--- src/hdl/sgob_pkg.sv ---
// Shared constants, codes and control types of the stereo effect stage.
`default_nettype none

package sgob_pkg;

  localparam int SAMPLE_BITS_DEF = 24;
  localparam int COEF_BITS_DEF   = 32;
  localparam int STATE_BITS      = 48;
  localparam int POLE_GUARD      = 8;
  localparam int BQ_GUARD        = 4;
  localparam int GAIN_INT_BITS   = 8;
  localparam int POLE_INT_BITS   = 2;
  localparam int BQ_INT_BITS     = 5;
  localparam int REG_IDX_BITS    = 3;

  typedef enum logic [1:0] {
    KIND_BYPASS,
    KIND_GAIN,
    KIND_POLE,
    KIND_BIQUAD
  } kind_t;

  typedef enum logic [REG_IDX_BITS-1:0] {
    REG_EFFECT_KIND,
    REG_GAIN_FACTOR,
    REG_POLE_COEF,
    REG_COEF_B0,
    REG_COEF_B1,
    REG_COEF_B2,
    REG_COEF_A1,
    REG_COEF_A2
  } reg_idx_t;

  typedef enum logic [2:0] {
    COEF_GAIN,
    COEF_POLE,
    COEF_B0,
    COEF_B1,
    COEF_B2,
    COEF_A1,
    COEF_A2
  } coef_sel_t;

  typedef enum logic [1:0] {
    OPB_X,
    OPB_YS,
    OPB_DIFF
  } opb_sel_t;

  typedef enum logic [1:0] {
    ACC_HOLD,
    ACC_LOAD,
    ACC_SUB
  } acc_op_t;

  typedef enum logic [1:0] {
    BIAS_GAIN,
    BIAS_POLE,
    BIAS_BQ,
    BIAS_BQ_Y
  } bias_sel_t;

  typedef enum logic [3:0] {
    WB_NONE,
    WB_GAIN_OUT,
    WB_POLE_DIFF,
    WB_POLE_STATE,
    WB_POLE_OUT,
    WB_BQ_Y,
    WB_BQ_YS,
    WB_BQ_Z1,
    WB_BQ_Z2
  } wb_op_t;

  // One step of the sequencer: multiplier issue, accumulator op, writeback.
  typedef struct packed {
    logic      mul_en;
    coef_sel_t coef_sel;
    opb_sel_t  opb_sel;
    acc_op_t   acc_op;
    bias_sel_t bias_sel;
    wb_op_t    wb_op;
    logic      ch;
  } ctrl_t;

endpackage

`default_nettype wire

--- src/hdl/sgob_ifs.sv ---
// Request channel interfaces: input frames, result frames, register writes.
`default_nettype none


interface sgob_cfg_if import sgob_pkg::*; #(
  parameter int COEF_BITS = COEF_BITS_DEF
) ();
  logic                    valid;
  logic                    ready;
  logic [REG_IDX_BITS-1:0] index;
  logic [COEF_BITS-1:0]    data;

  modport source(output valid, output index, output data, input ready);
  modport sink(input valid, input index, input data, output ready);
endinterface

`default_nettype wire

--- src/hdl/sgob_cfg.sv ---
// Configuration register file with coefficient operand select.
`default_nettype none

module sgob_cfg import sgob_pkg::*; #(
  parameter int COEF_BITS = COEF_BITS_DEF
) (
  input  logic                        clk,
  input  logic                        rst_n,
  sgob_cfg_if.sink                    cfg_chan,
  input  coef_sel_t                   coef_sel,
  output kind_t                       kind,
  output logic signed [COEF_BITS-1:0] coef
);

  localparam logic signed [COEF_BITS-1:0] GAIN_ONE =
    COEF_BITS'(1) <<< (COEF_BITS - GAIN_INT_BITS);
  localparam logic signed [COEF_BITS-1:0] BQ_ONE =
    COEF_BITS'(1) <<< (COEF_BITS - BQ_INT_BITS);

  kind_t                       kind_r;
  logic signed [COEF_BITS-1:0] gain_r;
  logic        [COEF_BITS-2:0] pole_r;
  logic signed [COEF_BITS-1:0] b0_r, b1_r, b2_r, a1_r, a2_r;
  logic                        wr_en;

  assign cfg_chan.ready = 1'b1;
  assign wr_en          = cfg_chan.valid && cfg_chan.ready;
  assign kind           = kind_r;

  always_ff @(posedge clk) begin
    if (!rst_n) begin
      kind_r <= KIND_BYPASS;
      gain_r <= GAIN_ONE;
      pole_r <= '0;
      b0_r   <= BQ_ONE;
      b1_r   <= '0;
      b2_r   <= '0;
      a1_r   <= '0;
      a2_r   <= '0;
    end else if (wr_en) begin
      case (reg_idx_t'(cfg_chan.index))
        REG_EFFECT_KIND: kind_r <= kind_t'(cfg_chan.data[1:0]);
        REG_GAIN_FACTOR: gain_r <= cfg_chan.data;
        REG_POLE_COEF:   pole_r <= cfg_chan.data[COEF_BITS-2:0];
        REG_COEF_B0:     b0_r   <= cfg_chan.data;
        REG_COEF_B1:     b1_r   <= cfg_chan.data;
        REG_COEF_B2:     b2_r   <= cfg_chan.data;
        REG_COEF_A1:     a1_r   <= cfg_chan.data;
        REG_COEF_A2:     a2_r   <= cfg_chan.data;
        default: ;
      endcase
    end
  end

  always_comb begin
    case (coef_sel)
      COEF_GAIN: coef = gain_r;
      COEF_POLE: coef = {1'b0, pole_r};
      COEF_B0:   coef = b0_r;
      COEF_B1:   coef = b1_r;
      COEF_B2:   coef = b2_r;
      COEF_A1:   coef = a1_r;
      COEF_A2:   coef = a2_r;
      default:   coef = '0;
    endcase
  end

endmodule

`default_nettype wire

--- src/flat_wrapper.sv ---
// flat-port wrapper written by rule: the top's interface ports become plain ports
module sgob_cfg_flat import sgob_pkg::*;
#(
  parameter int COEF_BITS = COEF_BITS_DEF
)
  (clk, rst_n, coef_sel, kind, coef, cfg_chan_valid, cfg_chan_index, cfg_chan_data, cfg_chan_ready);
  sgob_cfg_if #(.COEF_BITS(COEF_BITS)) cfg_chan_i ();
  input  logic clk;
  input  logic rst_n;
  input  coef_sel_t coef_sel;
  output kind_t kind;
  output logic signed [COEF_BITS-1:0] coef;
  input wire logic [$bits(cfg_chan_i.valid)-1:0] cfg_chan_valid;
  input wire logic [$bits(cfg_chan_i.index)-1:0] cfg_chan_index;
  input wire logic [$bits(cfg_chan_i.data)-1:0] cfg_chan_data;
  output wire logic [$bits(cfg_chan_i.ready)-1:0] cfg_chan_ready;
  assign cfg_chan_i.valid = cfg_chan_valid;
  assign cfg_chan_i.index = cfg_chan_index;
  assign cfg_chan_i.data = cfg_chan_data;
  assign cfg_chan_ready = cfg_chan_i.ready;
  sgob_cfg #(.COEF_BITS(COEF_BITS)) u_core (.clk(clk), .rst_n(rst_n), .cfg_chan(cfg_chan_i), .coef_sel(coef_sel), .kind(kind), .coef(coef));
endmodule
--- config.mk ---
export PLATFORM = sky130hd
export DESIGN_NAME = sgob_cfg_flat
export DESIGN_NICKNAME = d
export VERILOG_FILES = /design/src/hdl/sgob_pkg.sv /design/src/hdl/sgob_ifs.sv /design/src/hdl/sgob_cfg.sv /design/src/flat_wrapper.sv
export SDC_FILE = /design/constraint.sdc
export NUM_CORES = 1
export LEC_CHECK = 0
export ABC_AREA = 1
export BUFFER_PORTS_ARGS = -buffer_cell sky130_fd_sc_hd__buf_4
export CAP_MARGIN = 20
export CORE_ASPECT_RATIO = 0.9
export CORE_MARGIN = 8
export CORE_UTILIZATION = 35
export DETAILED_ROUTE_END_ITERATION = 8
export PLACE_DENSITY = 0.5
export SYNTH_ARGS = -nofsm -noshare
export SYNTH_HDL_FRONTEND = slang
export SYNTH_SLANG_ARGS = --single-unit
--- constraint.sdc ---
create_clock -name clk -period 2.9 [get_ports clk]
set_input_delay 0.58 -clock clk [delete_from_list [all_inputs] [get_ports clk]]
set_output_delay 0.58 -clock clk [all_outputs]
set_load 0.005 [all_outputs]
==> out/results.env <==
STATUS='complete, no violations'
CPLARGESTDELAYFAMILY='buffers and inverters'
P_PER_AREA_nW_PER_UM2=624.8
FLOORPLAN.INITIALDENSITY_PCT=35.32
NUMBER_OF_ANTENNA_VIOLATIONS_AT_THE_FIRST_CHECK_IN_GLOBAL_ROUTING=1
MAX_SLEW_MARGIN_PCT=42.67
GRT_REMAINING_OVERFLOW=0
WIRE_PER_INST_UM=19.04
CTS.SINKS=225
CTS_ROOT_BUF='clkbuf_16'
POST_LAYOUT_NONFILLER_INSTANCES=1904
RR_WORST_DEPTH=2
YS_TYPES=18
CRIT-REG2REG-LAUNCH='u_core.a2_r[21]$_SDFFE_PN0P_'
CLK_PATH_BUF_DEPTH=3
YS_FF_LATCH=225
MIN_PATH_CELLS=3
GRT_MAX_DEGREE=82
STD_CELL_ROWS=59
CP.REQUIRED_PS=2320
DESIGN.DIE.AREA_SQ_UM=34690
SYN_AREA_SQ_UM=10140
CTS_TREE='done'
POST_SYNTH.CELL_AREA_AVG_SQ_UM=6.735
REPORT.FINAL.SETUP_VIOL=0
POSTCTSRESIZEDCELLS=0
CRIT_ARRIVAL_PS=1820
DRT_PASS1_ITERATIONS=5
INSERTEDDIODECOUNT=0
LAYOUT_WORST_PATH_CYCLE_SHARE_PCT=82.88
ACHIEVABLE_CLOCK_FREQUENCY_MHz=416.1
GRT_SETUP_UNREPAIRED='no'
HTREEDEPTH=1
TIMING.CLOCK.SKEW_PS=0
POST_SYNTH_INST_COUNT=1506
CTS.REPAIR_TIMING.SETUP_BUFFER_COUNT=0
FIN_CRIT_PS=2404
R2R_SETUP_SLACK_PS=2240
TIMING.CRITICAL_PATH.FANOUT_MAX=30
GRT_PASS1_VIAS=9363
SEQ_AREA_FRAC_SYNTH_PCT=44.41
DIE_X_UM=195.4
N_FILL_CELL=3016
GLOBAL_ROUTE_WIRE_LENGTH_BEFORE_REPAIR_UM=56770
SYNTH_FP_NETS=1547
TIMING.HOLD.WS_PS=330.8
LAYOUT-DRIVE-GT1-SHARE_PCT=11.05
TIMING.RR.END='u_core.a2_r[21]$_SDFFE_PN0P_'
GR-USAGE-ALL-LAYERS_PCT=20.56
WORSTSKEWPAIRLATENCY_PS=530
CTS_BUFFERS=27
NUMBER_OF_HOLD_VIOLATIONS_IN_THE_FINAL_REPORT=0
FINAL_NET_COUNT=1558
HOLDCRITSTARTPOINT='cfg_chan_data[27]'
POST-ROUTE-UTIL_PCT=41.39
FINALWIRELENGTH_UM=36250
PLACE_INST=1854
DIE_HEIGHT_UM=177.5
DRC=0
FINALSETUPTNS_PS=0
TIGHTESTPINTRANSITION_PS=858.8
HOLD_PATH_CLASS='in2reg'
LONGEST_INDIVIDUAL_STAGE_DELAY_ON_THE_WORST_PATH_PS=290
DETAILROUTE.VIA_COUNT=9986
CRIT_PATH_START_KIND='primary input'
SETUP.WORST_PATH.END_CLASS='output port'
WHS_ENDPOINT='u_core.b0_r[27]$_SDFFE_PN1P_'
MAXCAPVIOLATIONS=0
HPWL_UM=20140
P_TOTAL_mW=7.426
FLOORPLAN.CORE_AREA_SQ_UM=28720
CRITPATHBUFINV=4
BOUNDARYPINS=76
YOSYSWARNINGS=0
WORSTSETUPPATHTYPE='in2out'
CTS-HOLD-FIX-BUFFERS=0
NUMBER_OF_MAX_SLEW_VIOLATIONS_IN_THE_FINAL_REPORT=0
CTS.REPORTEDPATHS.CLKPINSLEW_PS=60
CPMAXSTAGEDELAYCELL='buf_4'
AREAGROWTHSYNTHTOFINISH_PCT=17.18
VIAS_PER_CELL=5.245
TIMING.CRITICAL_PATH.CELLS='buf_4 > inv_2 > nand3_1 > buf_12 > nor2_1 > nor2_1 > nand2_1 > buf_4'
GP_CONGESTION=0.7704
ROUTE.ANTENNA.REMAINING_NETS=0
WORST_IR_DROP_VDD_mV=0.4743
FIRST_ITER_VIOLATIONS=677
CELLLEAKAGEPOWER_nW=5.037
BUFFER_PORTS.INSERTED=74
[synthesized netlist by cell type]
cell | number | share of area, %
buf_4 | 16 | 1.2
o21ai_0 | 202 | 10
nor2_2 | 3 | 0.19
nand2_2 | 2 | 0.12
buf_2 | 50 | 2.5
inv_1 | 39 | 1.4
nand3_1 | 68 | 3.4
inv_2 | 8 | 0.30
conb_1 | 1 | 0.037
nand4_1 | 128 | 7.9
clkbuf_1 | 54 | 2.0
dfxtp_1 | 225 | 44
nor2_4 | 1 | 0.11
inv_4 | 1 | 0.062
buf_1 | 6 | 0.22
o21ai_1 | 21 | 1.0
nor2_1 | 542 | 20
nand2_1 | 139 | 5.1
[per-stage QoR]
step                worst slack, ps  area, sq um
floorplan                     958.9        10140
finish                        496.5        11890
CTS                           517.8        11890
global route                  386.8        11890
global placement              506.2        10970
detailed placement            519.1        10970
[cells by family after synthesis]
group | after synthesis | share of synthesized area [%]
compound gates | 223 | 11.00
buf+inv | 174 | 7.673
flops | 225 | 44.41
other cells | 1 | 0.03697
simple gates | 883 | 36.87
[power breakdown]
part / total (mW) / internal (mW) / switching [mW]
Combinational: 0.695 / 0.223 / 0.472
Sequential: 3.25 / 3.20 / 0.0533
Clock: 3.48 / 2.09 / 1.38
Total: 7.43 / 5.52 / 1.91
[worst max-delay path by stage]
stage | cells after the start | from | to
after floorplan | 7 | coef_sel[0] | coef[31]
after global placement | 8 | coef_sel[1] | coef[11]
after detailed placement | 8 | coef_sel[1] | coef[21]
after CTS | 8 | coef_sel[1] | coef[21]
after global routing | 8 | coef_sel[0] | coef[24]
final | 8 | coef_sel[1] | coef[21]
[worst register-to-register path, cell delays in order, from the launching register on]
cell and delay [ps]:
dfxtp_1 310, o21ai_0 190, nor2_1 60
[registers in the layout, summed over array words and instances (netlist names)]
signal / flops
u_core.gain_r: 32
u_core.b0_r: 32
u_core.b2_r: 32
u_core.kind: 2
u_core.b1_r: 32
u_core.a2_r: 32
u_core.a1_r: 32
u_core.pole_r: 31
[final cells by class]
| class | count | area, sq um | area share (%) |
|---|---|---|---|
| inverter | 48 | 182.7 | 1.537 |
| tap | 366 | 457.9 | 3.853 |
| sequential | 225 | 4504 | 37.90 |
| timing repair buffer | 108 | 960.9 | 8.085 |
| clock inverter | 12 | 122.6 | 1.032 |
| multi-input combinational | 1107 | 4860 | 40.89 |
| clock buffer | 38 | 797.0 | 6.706 |
[layer usage]
layer / track usage, % / share of wire, % / up-vias
li1: - / - / 4961
met1: 28.64 / 48 / 4718
met2: 33.11 / 45 / 252
met3: 3.185 / 5.6 / 53
met4: 4.639 / 1.8 / 2
met5: 0 / 0.028 / -
[placed cells by master (no fill, tap or decap)]
master / instances
nand2_2: 2
inv_8: 1
nand3_1: 68
inv_2: 8
nor2_4: 1
dfxtp_1: 225
nor2_2: 3
o21ai_1: 21
clkbuf_16: 27
buf_4: 96
bufinv_16: 2
clkinv_2: 7
nand4_1: 128
o21ai_0: 202
inv_6: 1
clkinvlp_4: 1
clkbuf_8: 8
inv_4: 1
nand2_1: 139
buf_12: 12
conb_1: 1
nor2_1: 542
clkbuf_1: 3
inv_1: 39
Note: power is estimated with default switching activity, not from simulation.
