**config.mk**
```make
export PLATFORM = sky130hd
export DESIGN_NAME = sgob_seq
export DESIGN_NICKNAME = d
export VERILOG_FILES = /design/src/hdl/sgob_pkg.sv /design/src/hdl/sgob_seq.sv
export SDC_FILE = /design/constraint.sdc
export NUM_CORES = 1
export LEC_CHECK = 0
export ABC_AREA = 1
export BUFFER_PORTS_ARGS = -buffer_cell sky130_fd_sc_hd__buf_2
export CAP_MARGIN = 20
export CORE_UTILIZATION = 49
export DETAILED_ROUTE_END_ITERATION = 10
export PLACE_DENSITY = 0.85
export SYNTH_ARGS = -nofsm -noshare
export SYNTH_HDL_FRONTEND = slang
export SYNTH_SLANG_ARGS = --single-unit
```
**constraint.sdc**
```tcl
create_clock -name clk -period 1.48 [get_ports clk]
set_input_delay 0.222 -clock clk [delete_from_list [all_inputs] [get_ports clk]]
set_output_delay 0.222 -clock clk [all_outputs]
set_load 0.05 [all_outputs]
```
**src/hdl/sgob_pkg.sv**
```systemverilog
// Shared constants, codes and control types of the stereo effect stage.
`default_nettype none

package sgob_pkg;

  localparam int SAMPLE_BITS_DEF = 24;
  localparam int COEF_BITS_DEF   = 32;
  localparam int STATE_BITS      = 48;
  localparam int POLE_GUARD      = 8;
  localparam int BQ_GUARD        = 4;
  localparam int GAIN_INT_BITS   = 8;
  localparam int POLE_INT_BITS   = 2;
  localparam int BQ_INT_BITS     = 5;
  localparam int REG_IDX_BITS    = 3;

  typedef enum logic [1:0] {
    KIND_BYPASS,
    KIND_GAIN,
    KIND_POLE,
    KIND_BIQUAD
  } kind_t;

  typedef enum logic [REG_IDX_BITS-1:0] {
    REG_EFFECT_KIND,
    REG_GAIN_FACTOR,
    REG_POLE_COEF,
    REG_COEF_B0,
    REG_COEF_B1,
    REG_COEF_B2,
    REG_COEF_A1,
    REG_COEF_A2
  } reg_idx_t;

  typedef enum logic [2:0] {
    COEF_GAIN,
    COEF_POLE,
    COEF_B0,
    COEF_B1,
    COEF_B2,
    COEF_A1,
    COEF_A2
  } coef_sel_t;

  typedef enum logic [1:0] {
    OPB_X,
    OPB_YS,
    OPB_DIFF
  } opb_sel_t;

  typedef enum logic [1:0] {
    ACC_HOLD,
    ACC_LOAD,
    ACC_SUB
  } acc_op_t;

  typedef enum logic [1:0] {
    BIAS_GAIN,
    BIAS_POLE,
    BIAS_BQ,
    BIAS_BQ_Y
  } bias_sel_t;

  typedef enum logic [3:0] {
    WB_NONE,
    WB_GAIN_OUT,
    WB_POLE_DIFF,
    WB_POLE_STATE,
    WB_POLE_OUT,
    WB_BQ_Y,
    WB_BQ_YS,
    WB_BQ_Z1,
    WB_BQ_Z2
  } wb_op_t;

  // One step of the sequencer: multiplier issue, accumulator op, writeback.
  typedef struct packed {
    logic      mul_en;
    coef_sel_t coef_sel;
    opb_sel_t  opb_sel;
    acc_op_t   acc_op;
    bias_sel_t bias_sel;
    wb_op_t    wb_op;
    logic      ch;
  } ctrl_t;

endpackage

`default_nettype wire

```
**src/hdl/sgob_seq.sv**
```systemverilog
// Step sequencer: walks each channel through the chosen effect's steps.
`default_nettype none

module sgob_seq import sgob_pkg::*; (
  input  logic  clk,
  input  logic  rst_n,
  input  logic  start,
  input  kind_t kind,
  input  logic  left_only,
  input  logic  out_free,
  output logic  idle,
  output logic  out_load,
  output ctrl_t ctrl
);

  typedef enum logic [4:0] {
    S_IDLE,
    S_G0, S_G1, S_G2,
    S_P0, S_P1, S_P2, S_P3, S_P4,
    S_B0, S_B1, S_B2, S_B3, S_B4, S_B5, S_B6, S_B7, S_B8,
    S_FIN
  } state_t;

  state_t state_r, state_nxt;
  logic   ch_r, ch_nxt;
  logic   lo_r, lo_nxt;
  logic   more;

  // Second channel still to run after the current one.
  assign more     = !ch_r && !lo_r;
  assign idle     = (state_r == S_IDLE);
  assign out_load = (state_r == S_FIN) && out_free;

  always_comb begin
    state_nxt = state_r;
    ch_nxt    = ch_r;
    lo_nxt    = lo_r;
    case (state_r)
      S_IDLE: begin
        if (start) begin
          ch_nxt = 1'b0;
          lo_nxt = left_only;
          case (kind)
            KIND_GAIN:   state_nxt = S_G0;
            KIND_POLE:   state_nxt = S_P0;
            KIND_BIQUAD: state_nxt = S_B0;
            default:     state_nxt = S_FIN;
          endcase
        end
      end
      S_G0: state_nxt = S_G1;
      S_G1: state_nxt = S_G2;
      S_G2: begin
        ch_nxt    = more ? 1'b1 : ch_r;
        state_nxt = more ? S_G0 : S_FIN;
      end
      S_P0: state_nxt = S_P1;
      S_P1: state_nxt = S_P2;
      S_P2: state_nxt = S_P3;
      S_P3: state_nxt = S_P4;
      S_P4: begin
        ch_nxt    = more ? 1'b1 : ch_r;
        state_nxt = more ? S_P0 : S_FIN;
      end
      S_B0: state_nxt = S_B1;
      S_B1: state_nxt = S_B2;
      S_B2: state_nxt = S_B3;
      S_B3: state_nxt = S_B4;
      S_B4: state_nxt = S_B5;
      S_B5: state_nxt = S_B6;
      S_B6: state_nxt = S_B7;
      S_B7: state_nxt = S_B8;
      S_B8: begin
        ch_nxt    = more ? 1'b1 : ch_r;
        state_nxt = more ? S_B0 : S_FIN;
      end
      S_FIN: begin
        if (out_free) begin
          state_nxt = S_IDLE;
        end
      end
      default: state_nxt = S_IDLE;
    endcase
  end

  // Step decode. A product issued in one step is accumulated in the next.
  always_comb begin
    ctrl.mul_en   = 1'b0;
    ctrl.coef_sel = COEF_GAIN;
    ctrl.opb_sel  = OPB_X;
    ctrl.acc_op   = ACC_HOLD;
    ctrl.bias_sel = BIAS_BQ;
    ctrl.wb_op    = WB_NONE;
    ctrl.ch       = ch_r;
    case (state_r)
      S_G0: begin
        ctrl.mul_en   = 1'b1;
        ctrl.coef_sel = COEF_GAIN;
      end
      S_G1: begin
        ctrl.acc_op   = ACC_LOAD;
        ctrl.bias_sel = BIAS_GAIN;
      end
      S_G2: ctrl.wb_op = WB_GAIN_OUT;
      S_P0: ctrl.wb_op = WB_POLE_DIFF;
      S_P1: begin
        ctrl.mul_en   = 1'b1;
        ctrl.coef_sel = COEF_POLE;
        ctrl.opb_sel  = OPB_DIFF;
      end
      S_P2: begin
        ctrl.acc_op   = ACC_LOAD;
        ctrl.bias_sel = BIAS_POLE;
      end
      S_P3: ctrl.wb_op = WB_POLE_STATE;
      S_P4: ctrl.wb_op = WB_POLE_OUT;
      S_B0: begin
        ctrl.mul_en   = 1'b1;
        ctrl.coef_sel = COEF_B0;
      end
      S_B1: begin
        ctrl.acc_op   = ACC_LOAD;
        ctrl.bias_sel = BIAS_BQ_Y;
        ctrl.mul_en   = 1'b1;
        ctrl.coef_sel = COEF_B1;
      end
      S_B2: begin
        ctrl.wb_op    = WB_BQ_Y;
        ctrl.acc_op   = ACC_LOAD;
        ctrl.bias_sel = BIAS_BQ;
      end
      S_B3: ctrl.wb_op = WB_BQ_YS;
      S_B4: begin
        ctrl.mul_en   = 1'b1;
        ctrl.coef_sel = COEF_A1;
        ctrl.opb_sel  = OPB_YS;
      end
      S_B5: begin
        ctrl.acc_op   = ACC_SUB;
        ctrl.mul_en   = 1'b1;
        ctrl.coef_sel = COEF_B2;
      end
      S_B6: begin
        ctrl.wb_op    = WB_BQ_Z1;
        ctrl.acc_op   = ACC_LOAD;
        ctrl.bias_sel = BIAS_BQ;
        ctrl.mul_en   = 1'b1;
        ctrl.coef_sel = COEF_A2;
        ctrl.opb_sel  = OPB_YS;
      end
      S_B7: ctrl.acc_op = ACC_SUB;
      S_B8: ctrl.wb_op  = WB_BQ_Z2;
      default: ;
    endcase
  end

  always_ff @(posedge clk) begin
    if (!rst_n) begin
      state_r <= S_IDLE;
      ch_r    <= 1'b0;
      lo_r    <= 1'b0;
    end else begin
      state_r <= state_nxt;
      ch_r    <= ch_nxt;
      lo_r    <= lo_nxt;
    end
  end

endmodule

`default_nettype wire

```
==> results of run 1 <==
==> repair_timing <==
| item | CTS |
|---|---|
| setup endpoints to repair | 16 |
| hold buffers | 0 |
| resized for setup | 45 |
| setup buffers | 8 |
| pin swaps | 4 |
==> per-stage QoR <==
stage / cell area [sq um] / setup WS, ns / cells / setup TNS, ns / hold WS (ns)
after global placement: 1050 / 0.00936 / 175 / 0 / 0.443
after floorplan: 857 / -0.190 / 128 / -0.269 / 0.360
after CTS: 1270 / -0.102 / 187 / -0.468 / 0.235
after detailed placement: 1050 / -0.0181 / 175 / -0.0236 / 0.454
==> cell families after synthesis <==
group                  Yosys count  synth area share [%]
AND/OR/NAND/NOR                 84                  57.4
flip-flops                       7                  18.4
buffers and inverters           20                  12.5
AO/OA/AOI/OAI                   17                  11.7
==> synth_stat cells <==
library cell / n / share of area [%]
clkbuf_8: 1 / 1.8
nor2_4: 8 / 12
inv_1: 14 / 6.9
nor3b_1: 1 / 0.99
inv_2: 2 / 0.99
o21ai_2: 1 / 1.2
and2_4: 1 / 1.2
nand4_1: 3 / 2.5
nor2_1: 19 / 9.4
nor4_1: 2 / 1.6
nor3_2: 1 / 1.3
a21oi_1: 9 / 5.9
clkinv_4: 1 / 1.2
nand2_2: 4 / 3.3
nand3b_1: 1 / 0.99
o21ai_0: 7 / 4.6
dfxtp_1: 7 / 18
buf_4: 1 / 0.99
nand2_1: 30 / 15
nand3_1: 12 / 7.9
clkinv_2: 1 / 0.66
nor2_2: 2 / 1.6
==> impl_results.md, run 1 <==
- Stop err: [ERROR DPL-0038] Utilization greater than 100%, impossible to legalize
- Largest net degree at the start of global routing: 8
- Clock Path Buffers: 2
- Syn avg cell area: 5.94 sq um
- Post-GRT worst EP: ctrl[8]
- Synth Cell Area: around 760 sq um
- CTS Buf Count: 3
- Die X: 41.4 microns
- Post-synthesis sequential area ratio: between 15 and 20%
- Mapped Nets: about 140
- Initial core utilization: 55.7%
- WEP type: output port
- Synth warnings: 0
- FF+latch count, synth: 7
- Cell count after synthesis: 128
- Status: stopped before the end
- Clk root buf: clkbuf_4
- Clock sink total: 7
- Ports: 24
- Dpl hpwl: 1830 microns
- # H-tree levels: 1
- I/O Buffers: 23
- Height of the die: ~41 microns
- Halt Stage: global routing
- Library cells used by synthesis: 22
- Row cnt: 13
- Routability Congestion: 0.922
==> run 2, diff against run 1 <==
--- a/config.mk
+++ b/config.mk
@@ -8,9 +8,10 @@
 export ABC_AREA = 1
 export BUFFER_PORTS_ARGS = -buffer_cell sky130_fd_sc_hd__buf_2
 export CAP_MARGIN = 20
-export CORE_UTILIZATION = 49
+export CORE_AREA = 2 2 63 65
 export DETAILED_ROUTE_END_ITERATION = 10
-export PLACE_DENSITY = 0.85
+export DIE_AREA = 0 0 65 67
+export PLACE_DENSITY_LB_ADDON = 0.15
 export SYNTH_ARGS = -nofsm -noshare
 export SYNTH_HDL_FRONTEND = slang
 export SYNTH_SLANG_ARGS = --single-unit
==> run 2 against run 1 <==
The flow now finishes, with violations (negative setup slack). Synthesized cell count is the same. Synthesized area unchanged.
==> impl_results.md, run 2 <==
- FF+latch count, synth: 7 (unchanged)
- Dpl hpwl: 2190 microns (was 1830 microns)
- # setup viols final: 10
- Synth warnings: 0 (unchanged)
- Clock sink total: 7 (unchanged)
- FMAX: ~0.63 GHz
- Fin Hold WS: between 0.2 and 0.25 ns
- Most frequent cells after synthesis: 30 x nand2_1, 19 x nor2_1, 14 x inv_1 (unchanged)
- Die area: 0.00436 sq mm
- FILL cells: between 300 and 400
- Clock transition at the registers of the reported paths: 0.04 ns
- Post-route DRC: 0
- Syn avg cell area: 5.94 sq um (unchanged)
- CTS Buf Count: 3 (unchanged)
- Regs by FF count: state_r (5), ch_r (1), lo_r (1)
- Slew HR: 82.8%
- Height of the die: 67 microns (was 41.4 microns)
- Leak pwr: 0.767 nW
- Mapped Nets: 135 (unchanged)
- Iteration-0 DRC count of the detailed router: 47
- Top reg by flops: state_r
- CTS hold repair buffers: 0 (unchanged)
- Failing checks: negative setup slack
- Worst Max-Slew Pin Slew: 0.256 ns
- Skew-Pair Late Insertion Delay: about 0.23 ns
- Final min period: 1.58 ns
- Final Skew: ~0.0012 ns
- # H-tree levels: 1 (unchanged)
- Post-synthesis sequential area ratio: 18.4% (unchanged)
- Commonest cells after routing, fill and taps aside: 33 x buf_4, 22 x nand2_1, 20 x buf_6
- Ports: 24 (unchanged)
- Synth Cell Area: 761 sq um (unchanged)
- Post-synth EDFFs: 0 (unchanged)
- Final core occ: 46.4%
- VDD IR-drop max: 959 uV
- CP endpoint kind: output pin
- Pins Over Slew Limit: 0
- TritonCTS clock tree: done
- CP Launch Type: register
- Detailed Routing Iterations Pass 1: 4
- WL/cell: 12.5 microns
- Area contributors post-synth: dfxtp_1 18%, nand2_1 15%, nor2_4 12% (unchanged)
- Worst Path Required: about 1.3 ns
- Hold Fails Final Rpt: 0
- ANT nets after route: 0
- Number of max-cap violations: 0
- Placeable Area: 0.00361 sq mm
- Initial antenna violation count: 0
- Drt via density: roughly 4.5
- Library cells used by synthesis: 22 (unchanged)
- Hold Crit Class: in -> reg
- Unrepaired setup endpoints after global routing: yes
- Area occupied by multi-input gates: 717 sq um
- CP Class: reg -> out
- Final nets: around 200
- Share of cells above drive strength 1: 65.8%
- Setup WS post-layout: -0.0987 ns
- Grt total ovfl: 0
- Layout area overhead: 120%
- GRT Util Overall: 13.7%
- DRT Wirelength: 3050 microns
- PD cells: ~2200 mW/mm^2
- Worst-path fanout max: 5
- I/O Buffers: 23 (unchanged)
- First-pass GRT wire length: 4590 microns
- Row cnt: 22 (was 13)
- Register area: approximately 160 sq um
- Status: finished with violations (was stopped before the end)
- Largest register FFs: 5
- Routability Congestion: 0.798 (was 0.922)
- Initial core utilization: 21.1% (was 55.7%)
- Async SR Flop Fraction: 0% (unchanged)
- ANT cells: 0
- Synth top area share: 18.4% (unchanged)
- Die X: 65 microns (was 41.4 microns)
- Top FF cell, synth: dfxtp_1 (unchanged)
- Cell with the most instances after synthesis: nand2_1 (unchanged)
- Critical path data arrival time: 1.36 ns
- Commonest non-fill, non-tap cell in the layout: buf_4
- Clock Path Buffers: 2 (unchanged)
- Cell count after synthesis: 128 (unchanged)
- Clk root buf: clkbuf_8 (was clkbuf_4)
- Largest area contributor in the netlist: dfxtp_1 (unchanged)
- Number of global-route vias before repair: approximately 1000
- Largest net degree at the start of global routing: 9
- Number of vias in the routed layout: 1110
- Fin crit share: 107%
run 2: cell counts after synthesis:
Identical to the previous run, type by type.
run 2: through the flow:
stage,cell area [sq um],setup TNS (ns),worst slack [ns],cells,total power [mW]
4_1_cts,1460,-0.650,-0.104,234,3.25
5_1_grt,1670,-1.21,-0.139,244,3.93
3_5_place_dp,1180,-0.124,-0.0471,219,2.47
2_1_floorplan,857,-0.269,-0.190,128,1.80
6_report,1670,-0.476,-0.0987,244,3.71
3_3_place_gp,1180,-0.250,-0.0644,219,2.50
run 2: final cells by class:
cell class | instances | share of cell area, %
flip-flops and latches | 7 | 9.51
repair buffers | 66 | 35.8
clock buffers | 4 | 2.69
well taps | 48 | 3.59
inverters | 18 | 5.54
multi-input cells | 101 | 42.9
run 2: cells by family after synthesis:
group / Yosys count / share of synthesized area, %
compound gates: 17 / 11.7
buf+inv: 20 / 12.5
flops: 7 / 18.4
simple gates: 84 / 57.4
run 2: worst paths after layout:
kind	start	to	slack [ns]	depth (start not counted)
setup / recovery	state_r[0]	ctrl[14]	-0.1	7
hold / removal	rst_n	lo_r	0.24	3
hold reg to reg	lo_r	lo_r	0.46	2
setup reg to reg	state_r[0]	state_r[1]	0.01	12
run 2: worst max-delay path: stages, from the launching register on:
cell     delay [ns]
dfxtp_4        0.40
inv_6          0.05
buf_6          0.11
nand3_4        0.08
nor2_4         0.05
nor2_4         0.13
nand4_1        0.12
buf_6          0.18
run 2: power by group:
part	internal, mW	switching (mW)	total [mW]	leakage, nW
registers	0.288	0.146	0.435	0.0609
clock network	0.187	0.0902	0.277	0.0228
logic	1.30	1.69	3.00	0.683
run 2: what timing repair did:
item,CTS,global route
resized for setup,50,39
buffers inserted,11,10
endpoints found under the setup margin,18,21
pin swaps,9,16
cloned,0,0
run 2: per-layer routing:
layer	share of wire [%]	routed length, microns	GRT usage, %	up-vias
met5	0	0	0	-
met2	51	1540	23.6	28
met4	1.4	42	5.59	0
met1	44	1330	16.4	525
met3	4.2	128	2.87	5
li1	-	-	-	552
Power figures use the tool's default switching activity.
